<file path="config.mk">
export PLATFORM = sky130hd
export DESIGN_NAME = gbe_csr
export DESIGN_NICKNAME = d
export VERILOG_FILES = /design/src/rtl/gbe_pkg.sv /design/src/rtl/gbe_csr.sv
export SDC_FILE = /design/constraint.sdc
export NUM_CORES = 1
export LEC_CHECK = 0
export BUFFER_PORTS_ARGS = -buffer_cell sky130_fd_sc_hd__buf_2
export CORE_ASPECT_RATIO = 2
export CORE_MARGIN = 2
export CORE_UTILIZATION = 25
export CTS_BUF_LIST = sky130_fd_sc_hd__clkbuf_4 sky130_fd_sc_hd__clkbuf_8
export DETAILED_ROUTE_END_ITERATION = 6
export GPL_ROUTABILITY_DRIVEN = 0
export HOLD_SLACK_MARGIN = 0.06
export PLACE_DENSITY = 0.51
export SLEW_MARGIN = 10
export SYNTH_ARGS = -nofsm -noshare
export SYNTH_HDL_FRONTEND = slang
export SYNTH_SLANG_ARGS = --single-unit
</file>
<file path="constraint.sdc">
create_clock -name clock -period 6.1 [get_ports clock]
set_input_delay 0.915 -clock clock [delete_from_list [all_inputs] [get_ports clock]]
set_output_delay 0.915 -clock clock [all_outputs]
set_load 0.02 [all_outputs]
</file>
<file path="src/rtl/gbe_pkg.sv">
// ----------------------------------------------------------------------------
// GOST block encryption package
// Shared types, constants and the S-box substitution for the round cells.
// ----------------------------------------------------------------------------
package gbe_pkg;

   localparam int ROUNDS    = 32;
   localparam int KEY_WORDS = 8;
   localparam int CSR_COUNT = 4;
   localparam int ADDR_W    = 5;

   typedef logic [31:0] gbe_word_type;

   // The whole key, word 0 in the lowest slot.
   typedef logic [KEY_WORDS-1:0][31:0] gbe_key_type;

   // One beat travelling along the chain of round cells.
   typedef struct packed {
      logic         valid;
      gbe_word_type a;   // half that feeds the round function
      gbe_word_type b;   // half that the round output is mixed into
   } gbe_beat_type;

   // Compressed S-box ROM: byte lane L uses entries 16L..16L+15.
   localparam logic [7:0] SBOX_ROM [64] = '{
      8'hE4, 8'hBA, 8'h49, 8'hC2, 8'h6D, 8'hD8, 8'hF0, 8'hAE,
      8'h26, 8'h3B, 8'h81, 8'h1C, 8'h07, 8'h7F, 8'h55, 8'h93,
      8'h75, 8'hD8, 8'hA1, 8'h1D, 8'h0A, 8'h83, 8'h94, 8'hF2,
      8'hEE, 8'h4F, 8'h6C, 8'hC7, 8'hB6, 8'h20, 8'h59, 8'h3B,
      8'h46, 8'hBC, 8'hA7, 8'h01, 8'h75, 8'h2F, 8'h1D, 8'hD8,
      8'h34, 8'h6A, 8'h89, 8'h5E, 8'h90, 8'hC3, 8'hFB, 8'hE2,
      8'h1D, 8'hFB, 8'hD4, 8'h01, 8'h53, 8'h7F, 8'hA5, 8'h49,
      8'h90, 8'h2A, 8'h3E, 8'hE7, 8'h66, 8'hB8, 8'h82, 8'hCC
   };

   // Replaces every nibble of the word through the S-box of its position.
   // The high nibble of a byte takes the upper nibble of its ROM entry,
   // the low nibble the lower one.
   function automatic gbe_word_type gbe_substitute(input gbe_word_type x);
      gbe_word_type res;
      logic [7:0]   byte_v;
      logic [7:0]   hi_e;
      logic [7:0]   lo_e;
      res = '0;
      for (int lane = 0; lane < 4; lane++) begin
         byte_v = x[8*lane +: 8];
         hi_e   = SBOX_ROM[{2'(lane), byte_v[7:4]}];
         lo_e   = SBOX_ROM[{2'(lane), byte_v[3:0]}];
         res[8*lane +: 8] = {hi_e[7:4], lo_e[3:0]};
      end
      return res;
   endfunction

   // Key schedule: words 0..7 three times, then 7..0.
   function automatic logic [2:0] gbe_key_index(input int round);
      logic [2:0] low;
      low = 3'(round);
      if (round < 3 * KEY_WORDS) begin
         return low;
      end
      return ~low;
   endfunction

endpackage

</file>
<file path="src/rtl/gbe_csr.sv">
// ----------------------------------------------------------------------------
// GOST key registers
// APB-style register file holding the 256-bit key as four 64-bit registers.
// ----------------------------------------------------------------------------
module gbe_csr (
   input  logic                      clock,
   input  logic                      reset,
   input  logic                      psel,
   input  logic                      penable,
   input  logic                      pwrite,
   input  logic [gbe_pkg::ADDR_W-1:0] paddr,
   input  logic [63:0]               pwdata,
   output logic [63:0]               prdata,
   output logic                      pready,
   output gbe_pkg::gbe_key_type      key
);
   import gbe_pkg::*;

   logic [63:0] key_ff [CSR_COUNT];
   logic [1:0]  reg_index;
   logic        write_en;

   assign reg_index = paddr[ADDR_W-1:3];
   assign write_en  = psel && penable && pwrite;
   assign pready    = 1'b1;

   // Register write on the access phase of a write beat.
   always_ff @(posedge clock) begin
      if (reset) begin
         for (int i = 0; i < CSR_COUNT; i++) begin
            key_ff[i] <= '0;
         end
      end else if (write_en) begin
         key_ff[reg_index] <= pwdata;
      end
   end

   assign prdata = key_ff[reg_index];

   // Each register carries an even key word low and the odd one high.
   always_comb begin
      for (int i = 0; i < CSR_COUNT; i++) begin
         key[2*i]     = key_ff[i][31:0];
         key[2*i + 1] = key_ff[i][63:32];
      end
   end

endmodule

</file>
# Word-level counts from Yosys, hierarchy flattened

Memories as Yosys holds them, arrays and structs flattened.
Cells that the tools add are included.

Bits in writable memories: 256
Output and inout bits: 321
Memories: 1
Flip-flop bits (word level): 0

Reduce and logical (&&, ||, !) cells: 3
Multiplexer cells: 8

Memories:

| memory | depth | bits a word | read ports | clocked after memory_dff | write ports | line          | RTL |
|---|---|---|---|---|---|---|---|
| key_ff | 4     | 64          | 5          | 0                        | 4           | gbe_csr.sv:19 | `logic [63:0] key_ff [CSR_COUNT];` |

Operators with widths:

| operator            | count |
|---|---|
| 64-bit two-way mux  | 1 |
| 64-bit OR reduction | 1 |
| 1-bit two-way mux   | 6 |
| 1-bit logical AND   | 2 |
| 2-bit two-way mux   | 1 |

# Logic depth before layout (Yosys ltp)

Depth after elaboration: 7
Depth in mapped cells: 4
Gate-level depth less buffers: 2

# Worst setup path before layout

Ideal clock, no wire load.

Path kind: in2reg
Start: input reset
End: memory key_ff[0][0], enable pin
Path slack: 1173 ps
Arrival: 4427 ps
Path buffers: 2
Stages: 4
Setup time: 499 ps
Required time: 5601 ps
Cells stage by stage: nand4b_4 buf_2 buf_2 o21bai_1

RTL lines:

| item            | line          | RTL |
|---|---|---|
| start, declared | gbe_csr.sv:7  | `input logic reset,` |
| end, declared   | gbe_csr.sv:19 |  |

# Final worst setup path

Start: input paddr[3] (netlist name)
End: output prdata[26]

Cells in the longest elaborated chain, start to end: 1

RTL lines:

| item              | line          | RTL |
|---|---|---|
| start, declared   | gbe_csr.sv:11 | `input logic [gbe_pkg::ADDR_W-1:0] paddr,` |
| memory 4 x 64 bit | n/a           |  |
| end, declared     | gbe_csr.sv:13 | `output logic [63:0] prdata,` |

Every way passes these cells.

==> reports/results.tsv <==
metric	value	unit
HPWL Detailed	24.7	mm
Max-Cap Viols	0	
CORE AREA	0.0434	mm²
minimum clock period	4.02	ns
share of the clock period used by the worst path	65.9	%
setup TNS	0	ns
Synth Area in Adders	0	%
vias per cell	4.66	
Hold Crit Class	in2reg	
largest registers	key_ff (256)	
Post-synth ARST share	0	%
Final Hold Fails	0	
first-pass GRT wire length	53.6	mm
crit end category	primary output	
placed cell count	1605	
number of flip-flops in the largest register	256	
compound-cell area share of the yosys netlist	0.273	%
Root Driver	clkbuf_8	
Commonest cells post-synth	256 x edfxtp_1, 192 x nor3_1, 64 x inv_1, 64 x mux4_2, 64 x nor2_1	
top-count cell post-synth	edfxtp_1	
Synth area leaders	edfxtp_1 70%, mux4_2 13%, nor3_1 8.7%	
post-synth top area share	69.9	%
clock share of power	33.5	%
Max Slew Vio Count	0	
Combinational Power Share	15.5	%
multiplexer area fraction after synthesis	13.1	%
slew at the pin with the worst max-slew slack	1.09	ns
Total Power	4.14	mW
Setup crit start kind	input port	
proportion of layout cells with a drive suffix above 1	47.3	%
largest net degree at the start of global routing	178	
simple-gate share of the synthesized area	11.4	%
# rows	108	
syn_nets	789	
# nets final	1169	
main combinational cell family by area after synthesis	multiplexers	
final cell count without fillers	1672	
Pwr per Cell Area	291	mW/mm²
Post-CTS Setup Bufs	0	
f_max	249	MHz
post-cts repair resize count	0	
via count	7787	
CTS buffer count	38	
Leak	5.46	nW
synth warn	0	
DRT Wirelength	36.4	mm
Synth cell types	17	
remaining global-route overflow	0	
Post-Syn Area	0.0110	mm²
Net Sw Frac	28.0	%
setup violators final	0	
crit path DAT	3.11	ns
drt drc	0	
DR iter-0 viols	378	
post-synthesis xor/xnor area fraction	0	%
worst path required time	5.18	ns
Seq/Total Area, Yosys	69.9	%
Synth Instances	715	
Int Power	2.98	mW
hold buffers post-CTS	0	
EDFF count, synth	256	
Peak VDD IR	0.197	mV
H-tree levels	2	
layout overhead on the synthesized area	29.2	%
initial antenna violation count	3	
ys flop type	edfxtp_1	
Crit Path Class	in2out	
largest area contributor in the netlist	edfxtp_1	
IO buf count	390	
Initial Util	25.4	%
NetSw	1.16	mW
Placement Setup Slack	1.98	ns
clock sinks	256	
PnR worst setup slack	2.08	ns
chip height	301	µm
gr usage total	15.5	%
crit path max fanout	44	
unrepaired setup endpoints after global routing	no	
Mapped Avg Cell Area	15.4	µm²
DR pass1 iterations	4	
sequential fraction of design power	51.0	%
Final ANT Viol Nets	0	
IO Pins	395	
Largest Register	key_ff	
Clock Path Buffers	3	
routed len/inst	21.8	µm
vias in the first global route	8348	
flops & latches, synth	256	
Max-slew headroom	27.0	%
Die W	152	µm
CTS tree	yes	
Die Area	0.0458	mm²
outcome	finished clean	
final core utilization	32.8	%
clock-pin slew of the registers on the worst-case setup and hold paths	0.06	ns
cell families (layout without fill, tap and decap cells):
group                  Yosys count  in the layout
AOI/OAI and AO/OA                4              4
buffers and inverters          128            533
DFF                            256            256
muxes                           64             64
other                            1              3
and+or+nand+nor                262            262
final timing paths:
check	startpoint	endpoint	slack [ns]	cells after the start
worst max-delay path	paddr[3]	prdata[26]	2.08	4
worst min-delay path	pwdata[46]	key_ff[3][46]	0.70	3
critical path: stages:
cell and delay (ns):
buf_4 0.70, buf_4 0.61, mux4_2 0.60, buf_2 0.18
metal layers:
metal	track usage, %	share of wire (%)
met5	0	0.036
met4	7.28	4.1
met3	2.76	5.5
met2	29.5	55
met1	16.4	35
layout by cell type (no fill, tap or decap):
master      synthesis  routed
edfxtp_1          256     256
clkbuf_8            0      39
or2_4               0       1
nand2_1             1       1
o21bai_4            0       4
inv_1              64      64
bufinv_16           0       2
nor3_1            192     192
diode_2             0       2
nand4b_4            1       1
clkinv_2            0       4
nand2b_4            0       2
clkinv_1            0      11
nand3_1             1       1
buf_2              42     388
nor2_1             64      64
buf_12              0       1
conb_1              1       1
clkinvlp_4          0       1
clkbuf_4            0       8
buf_4               2      15
mux4_2             64      64
cell type report:
class,count,area (µm²)
clock inverter,18,129
multi-input combinational,331,2790
timing repair buffer,404,2070
antenna,2,5.00
inverter,64,240
tap,550,688
clock buffer,47,597
sequential,256,7690
fill,4393,29200
power groups by stage:
stage	registers [mW]	logic (mW)	clock network (mW)
3_5_place_dp	2.15	0.652	0
3_3_place_gp	2.15	0.651	0
2_1_floorplan	2.27	0.258	0
5_1_grt	2.12	0.679	1.50
4_1_cts	2.11	0.654	1.44
6_report	2.11	0.640	1.39
stage by stage:
stage	cell area [µm²]	hold WS [ns]
final	14200	0.704
after global routing	14200	0.678
after CTS	14200	0.653
after detailed placement	13500	1.26
after global placement	13500	1.26
after floorplan	11000	1.16
(Power assumes the default switching activity.)
