File: src/rtl/gbe_pkg.sv
// ----------------------------------------------------------------------------
// GOST block encryption package
// Shared types, constants and the S-box substitution for the round cells.
// ----------------------------------------------------------------------------
package gbe_pkg;

   localparam int ROUNDS    = 32;
   localparam int KEY_WORDS = 8;
   localparam int CSR_COUNT = 4;
   localparam int ADDR_W    = 5;

   typedef logic [31:0] gbe_word_type;

   // The whole key, word 0 in the lowest slot.
   typedef logic [KEY_WORDS-1:0][31:0] gbe_key_type;

   // One beat travelling along the chain of round cells.
   typedef struct packed {
      logic         valid;
      gbe_word_type a;   // half that feeds the round function
      gbe_word_type b;   // half that the round output is mixed into
   } gbe_beat_type;

   // Compressed S-box ROM: byte lane L uses entries 16L..16L+15.
   localparam logic [7:0] SBOX_ROM [64] = '{
      8'hE4, 8'hBA, 8'h49, 8'hC2, 8'h6D, 8'hD8, 8'hF0, 8'hAE,
      8'h26, 8'h3B, 8'h81, 8'h1C, 8'h07, 8'h7F, 8'h55, 8'h93,
      8'h75, 8'hD8, 8'hA1, 8'h1D, 8'h0A, 8'h83, 8'h94, 8'hF2,
      8'hEE, 8'h4F, 8'h6C, 8'hC7, 8'hB6, 8'h20, 8'h59, 8'h3B,
      8'h46, 8'hBC, 8'hA7, 8'h01, 8'h75, 8'h2F, 8'h1D, 8'hD8,
      8'h34, 8'h6A, 8'h89, 8'h5E, 8'h90, 8'hC3, 8'hFB, 8'hE2,
      8'h1D, 8'hFB, 8'hD4, 8'h01, 8'h53, 8'h7F, 8'hA5, 8'h49,
      8'h90, 8'h2A, 8'h3E, 8'hE7, 8'h66, 8'hB8, 8'h82, 8'hCC
   };

   // Replaces every nibble of the word through the S-box of its position.
   // The high nibble of a byte takes the upper nibble of its ROM entry,
   // the low nibble the lower one.
   function automatic gbe_word_type gbe_substitute(input gbe_word_type x);
      gbe_word_type res;
      logic [7:0]   byte_v;
      logic [7:0]   hi_e;
      logic [7:0]   lo_e;
      res = '0;
      for (int lane = 0; lane < 4; lane++) begin
         byte_v = x[8*lane +: 8];
         hi_e   = SBOX_ROM[{2'(lane), byte_v[7:4]}];
         lo_e   = SBOX_ROM[{2'(lane), byte_v[3:0]}];
         res[8*lane +: 8] = {hi_e[7:4], lo_e[3:0]};
      end
      return res;
   endfunction

   // Key schedule: words 0..7 three times, then 7..0.
   function automatic logic [2:0] gbe_key_index(input int round);
      logic [2:0] low;
      low = 3'(round);
      if (round < 3 * KEY_WORDS) begin
         return low;
      end
      return ~low;
   endfunction

endpackage

File: src/rtl/gbe_round_cell.sv
// ----------------------------------------------------------------------------
// GOST round cell
// One Feistel round followed by a register; the halves swap on the way out.
// ----------------------------------------------------------------------------
module gbe_round_cell (
   input  logic                  clock,
   input  logic                  reset,
   input  logic                  advance,
   input  gbe_pkg::gbe_word_type key_word,
   input  gbe_pkg::gbe_beat_type beat_in,
   output gbe_pkg::gbe_beat_type beat_out
);
   import gbe_pkg::*;

   gbe_word_type sum;
   gbe_word_type sub;
   gbe_word_type rot;
   gbe_beat_type beat_ff_in;
   gbe_beat_type beat_ff;

   // Round function: key addition, substitution, rotate left by eleven.
   always_comb begin
      sum = beat_in.a + key_word;
      sub = gbe_substitute(sum);
      rot = {sub[20:0], sub[31:21]};
   end

   // Mix into the other half and swap, so the next cell sees the new half first.
   always_comb begin
      beat_ff_in.valid = beat_in.valid;
      beat_ff_in.a     = beat_in.b ^ rot;
      beat_ff_in.b     = beat_in.a;
   end

   // Stage register; only the valid bit needs reset.
   always_ff @(posedge clock) begin
      if (reset) begin
         beat_ff.valid <= 1'b0;
      end else if (advance) begin
         beat_ff <= beat_ff_in;
      end
   end

   assign beat_out = beat_ff;

endmodule

File: config.mk
export PLATFORM = sky130hd
export DESIGN_NAME = gbe_round_cell
export DESIGN_NICKNAME = d
export VERILOG_FILES = /design/src/rtl/gbe_pkg.sv /design/src/rtl/gbe_round_cell.sv
export SDC_FILE = /design/constraint.sdc
export NUM_CORES = 1
export LEC_CHECK = 0
export ABC_CLOCK_PERIOD_IN_PS = 4450
export BUFFER_PORTS_ARGS = -buffer_cell sky130_fd_sc_hd__clkbuf_2
export CAP_MARGIN = 15
export CORE_ASPECT_RATIO = 0.8
export CORE_MARGIN = 8
export CORE_UTILIZATION = 54
export DETAILED_ROUTE_END_ITERATION = 8
export MAX_ROUTING_LAYER = met4
export PLACE_DENSITY = 0.83
export REMOVE_ABC_BUFFERS = 1
export SLEW_MARGIN = 20
export SYNTH_ARGS = -nofsm -noshare
export SYNTH_HDL_FRONTEND = slang
export SYNTH_SLANG_ARGS = --single-unit
File: constraint.sdc
create_clock -name clock -period 4.45 [get_ports clock]
set_input_delay 0.2225 -clock clock [delete_from_list [all_inputs] [get_ports clock]]
set_output_delay 0.2225 -clock clock [all_outputs]
set_load 0.02 [all_outputs]
# After elaboration in Yosys (flattened, before gate mapping)

Memories as Yosys holds them, arrays and structs flattened.
Cells that the tools add are included.

Register bits after elaboration: 65
Bits in latches: 0
RAM bits: 0
ROM bits: 4096
Input port bits: 100
Word-level logic and storage cells: 47
Memories: 8

Add/sub/neg operators: 1
Multipliers: 0
Divide/modulo/power cells: 0
Order comparisons: 8
Equal/unequal tests: 0
Shift operators: 0
Muxes and demuxes: 16
Bitwise operators: 10
Reduce and logical (&&, ||, !) cells: 1

Memory list:

| name            | depth | width | read ports | clocked after memory_dff | write ports | line          | source |
|---|---|---|---|---|---|---|---|
| (no name shown) | 64    | 8     | 1          | 0                        | 0           | gbe_pkg.sv:48 | `lo_e = SBOX_ROM[{2'(lane), byte_v[3:0]}];` |
| (no name shown) | 64    | 8     | 1          | 0                        | 0           | gbe_pkg.sv:47 | `hi_e = SBOX_ROM[{2'(lane), byte_v[7:4]}];` |
| (no name shown) | 64    | 8     | 1          | 0                        | 0           | gbe_pkg.sv:48 |  |
| (no name shown) | 64    | 8     | 1          | 0                        | 0           | gbe_pkg.sv:47 |  |
| (no name shown) | 64    | 8     | 1          | 0                        | 0           | gbe_pkg.sv:48 |  |
| (no name shown) | 64    | 8     | 1          | 0                        | 0           | gbe_pkg.sv:47 |  |
| 2 more memories | -     | -     | -          | -                        | -           | -             |  |

Operators by type and width:

| cell               | number |
|---|---|
| $mux 8             | 8 |
| $ge 7x7->1 const B | 8 |
| $add 32x32->32     | 1 |
| $mux 4             | 8 |
| $xor 32x32->32     | 1 |
| $not 6->7          | 4 |
| $not 4->7          | 2 |
| $not 5->7          | 2 |
| $reduce_and 2->1   | 1 |
| $not 1->1          | 1 |

# Depth between registers and ports, before layout

Depth in word-level cells: 6
Depth in mapped cells: 16

# Worst setup path before layout

OpenSTA, ideal clock, no wires.

Kind: input -> register
Start: input port reset
End: register beat_ff (netlist bit beat_out[0]) (enable)
Arrival: 3.084 ns
Required time: 3.955 ns
Setup slack: 0.871 ns
Cell stages on the path: 1
Path buffers: 0
Cells stage by stage: nor2b_1

Longest elaborated chain between the ends: 2

RTL lines:

| what                              | line                 | source |
|---|---|---|
| from (decl)                       | gbe_round_cell.sv:7  | `input logic reset,` |
| $not 1->1 (no source line)        | -                    |  |
| $reduce_and 2->1 (no source line) | -                    |  |
| to (signal assigned)              | gbe_round_cell.sv:40 | `beat_ff <= beat_ff_in;` |
| to (decl)                         | gbe_round_cell.sv:19 | `gbe_beat_type beat_ff;` |

No other way between the ends.
A chain may end at the register's enable or synchronous reset.

==> reports/results.txt <==
status - finished, final reports clean
reg2reg start - beat_out[64]
synth top area cells - edfxtp_1 (34%), ha_1 (16%), xnor2_1 (4.9%)
Reg power frac - 30.4%
final WL - 14600 um
dpl hpwl - 11800 um
final-report setup violation count - 0
Site Rows - 33
die height - 108 um
hold-critical path depth - 1
clock slew at reported path FFs - 0.06 ns
synth-to-layout area growth - 21.5%
CTS tree - done
drt drc - 0
Largest register FFs - 65
startpoint types - input pin
Initial DRT Pass Iterations - 5
DR WL/cell - 16.9 um
post_cts resized - 0
CP Class - input pin to flip-flop
Synth Instances - 558
ys flop type - edfxtp_1
switch share - 36.0%
TritonCTS buffer count - 9
Skew-Pair Late Insertion Delay - 0.33 ns
CTS root buffer - clkbuf_16
Nets - 892
Cell Area, Synth - 5730 um^2
Leakage Power - 3.22 nW
Yosys reg bits - 65
Placer Congestion - 0.923
gr usage total - 20.8%
max-cap violation count - 0
die area - 14200 um^2
syn avg cell area - 10.3 um^2
CP max FO - 5
Vias/cell - 5.68
CTS max path bufs - 2
die width - 131 um
unrepaired setup endpoints after global routing - false
Post-CTS Setup Inserts - 0
clock share of power - 25.9%
critical path endpoint category - flip-flop
largest net degree at the start of global routing - 35
Power per Cell Area - 385 nW/um^2
I/O Buffers - 164
Async SR Flop Fraction - 0%
Starting DRT DRC Count - 365
Core ar. - 10300 um^2
Reg2Reg Depth - 2
htree depth - 3
initial antenna violation count - 0
slew margin rel. - 41.0%
sequential fraction of the synthesis area - 33.9%
fin. max-slew vios - 0
clock sink count - 65
placed cells - 848
GR Overflow Total - 0
sw power - 967 uW
IO Pins - 165
layout cell share with drive strength beyond 1 - 29.0%
Hold Crit Class - input pin to flip-flop
Worst Tran Pin Value - 0.884 ns
final count of hold timing violations - 0
Hold Startpoint - beat_in[62]
Max VDD drop - 0.000183 V
FMAX - 0.284 GHz
ANT nets after route - 0
Final Skew - 0 ns
first-pass GRT wire length - 23700 um
synth unique cells - 71
period utilisation layout - 79.2%
post-synth top area cell - edfxtp_1
filler-free cell count of the finished design - 864
Starting Density - 55.8%
Comb pwr share - 43.7%
hold_buf cts - 0
Vias - 4910
Final min period - 3.52 ns
area share of the largest cell type after synthesis - 33.5%
Int Pwr - 1.72 mW
worst path required time - 4.54 ns
synth warn - 0
antenna cells - 0
vias in the first global route - 5066
setup_tns - 0 ns
Worst Path Arrival - 3.61 ns
CP Launch Point - beat_in[32]
EDFF count, synth - 64
cell usage in the layout (no fill, tap or decap), drive strengths merged, types with 3 or more instances in the layout:
cell | netlist | final
a211oi | 10 | 10
a21boi | 3 | 3
a21o | 16 | 16
a21oi | 36 | 36
and2 | 5 | 5
and3 | 4 | 4
clkbuf | 8 | 174
clkinv | 0 | 3
edfxtp | 64 | 64
ha | 72 | 72
inv | 36 | 36
mux2 | 3 | 3
mux2i | 27 | 27
mux4 | 7 | 7
nand2 | 31 | 31
nand2b | 4 | 4
nand3 | 9 | 9
nand4 | 12 | 12
nor2 | 32 | 32
nor2b | 4 | 4
nor3 | 12 | 12
o211ai | 12 | 12
o21a | 5 | 5
o21ai | 30 | 30
o31ai | 3 | 3
or2 | 3 | 3
xnor2 | 33 | 33
xor2 | 29 | 29
layer usage:
| metal | wire length [um] | up-vias | track usage (%) |
|---|---|---|---|
| met3 | 838 | 25 | 4.91 |
| met1 | 6390 | 2303 | 24.2 |
| met4 | 266 | 0 | 7.36 |
| li1 | - | 2391 | - |
| met5 | 0 | - | - |
| met2 | 7110 | 191 | 34.9 |
power groups by stage:
| stage | clock network (mW) | registers, mW | logic, mW |
|---|---|---|---|
| 5_1_grt | 0.728 | 0.822 | 1.29 |
| 3_3_place_gp | 0 | 0.823 | 1.10 |
| 6_report | 0.696 | 0.814 | 1.17 |
| 2_1_floorplan | 0 | 0.926 | 0.770 |
| 4_1_cts | 0.706 | 0.816 | 1.17 |
| 3_5_place_dp | 0 | 0.827 | 1.16 |
worst max-delay path: stages:
cell and delay, ns:
clkbuf_2 0.09, ha_1 0.18, inv_1 0.07, fa_1 0.39, nand2b_1 0.18, a21oi_1 0.36, o211a_1 0.28, o211ai_2 0.10
or3b_1 0.23, a21o_1 0.15, xor2_1 0.35, inv_1 0.17, ha_1 0.23, mux4_2 0.47, xnor2_1 0.13
synth_stat cells (2+ instances only):
| library cell | count |
|---|---|
| nor2b_1 | 4 |
| or3_1 | 2 |
| xnor2_1 | 32 |
| mux2_2 | 3 |
| o21a_1 | 5 |
| a21o_1 | 16 |
| mux4_2 | 7 |
| nand2b_1 | 3 |
| a211oi_1 | 9 |
| o31a_1 | 2 |
| o211ai_1 | 9 |
| and3_1 | 4 |
| o21bai_1 | 2 |
| nor4_1 | 2 |
| o31ai_1 | 3 |
| a21boi_0 | 3 |
| nand4_1 | 12 |
| edfxtp_1 | 64 |
| nor2_1 | 32 |
| nor3_1 | 12 |
| and2_1 | 5 |
| nor3b_1 | 2 |
| xor2_2 | 2 |
| o21ai_0 | 29 |
| o211ai_2 | 3 |
| nand3_1 | 9 |
| mux2i_1 | 27 |
| ha_1 | 72 |
| inv_1 | 36 |
| or2_2 | 3 |
| buf_2 | 5 |
| o221ai_1 | 2 |
| xor2_1 | 27 |
| a211o_1 | 2 |
| clkbuf_1 | 8 |
| a41oi_1 | 2 |
| nand2_1 | 31 |
| a21oi_1 | 34 |
per-stage QoR:
| stage | power [mW] | setup WS, ns | hold slack, ns | cell area [um^2] | util, % |
|---|---|---|---|---|---|
| floorplan | 1.70 | 0.871 | 0.295 | 5670 | - |
| global placement | 1.92 | 0.810 | 0.419 | 6680 | 65.0 |
| detailed placement | 1.99 | 0.665 | 0.421 | 6680 | 65.0 |
| CTS | 2.69 | 0.985 | 0.0706 | 6970 | 67.8 |
| global route | 2.84 | 0.763 | 0.0655 | 6970 | 67.8 |
| finish | 2.68 | 0.926 | 0.0772 | 6970 | 67.8 |
cells by family after synthesis:
| group | share of synthesized area [%] |
|---|---|
| simple gates | 11.3 |
| buf+inv | 3.51 |
| compound gates | 17.3 |
| fa+ha+maj | 16.1 |
| mux | 8.05 |
| xor+xnor | 9.86 |
| flops | 33.9 |
final cells by class:
type                            count  area [um^2]
Tap cell                          140          175
Clock buffer                       10          229
Multi-Input combinational cell    442         3600
Fill cell                         810         3310
Timing Repair Buffer              165          828
Inverter                           36          135
Clock inverter                      6         60.1
Sequential cell                    65         1940
final timing paths:
| path | slack [ns] | endpoint |
|---|---|---|
| hold / removal | 0.08 | beat_out[30] |
| hold reg to reg | 0.55 | beat_out[64] |
| setup reg to reg | 3.81 | beat_out[64] |
| setup / recovery | 0.93 | beat_out[33] |
No activity file was read; power rests on OpenSTA's default activity.
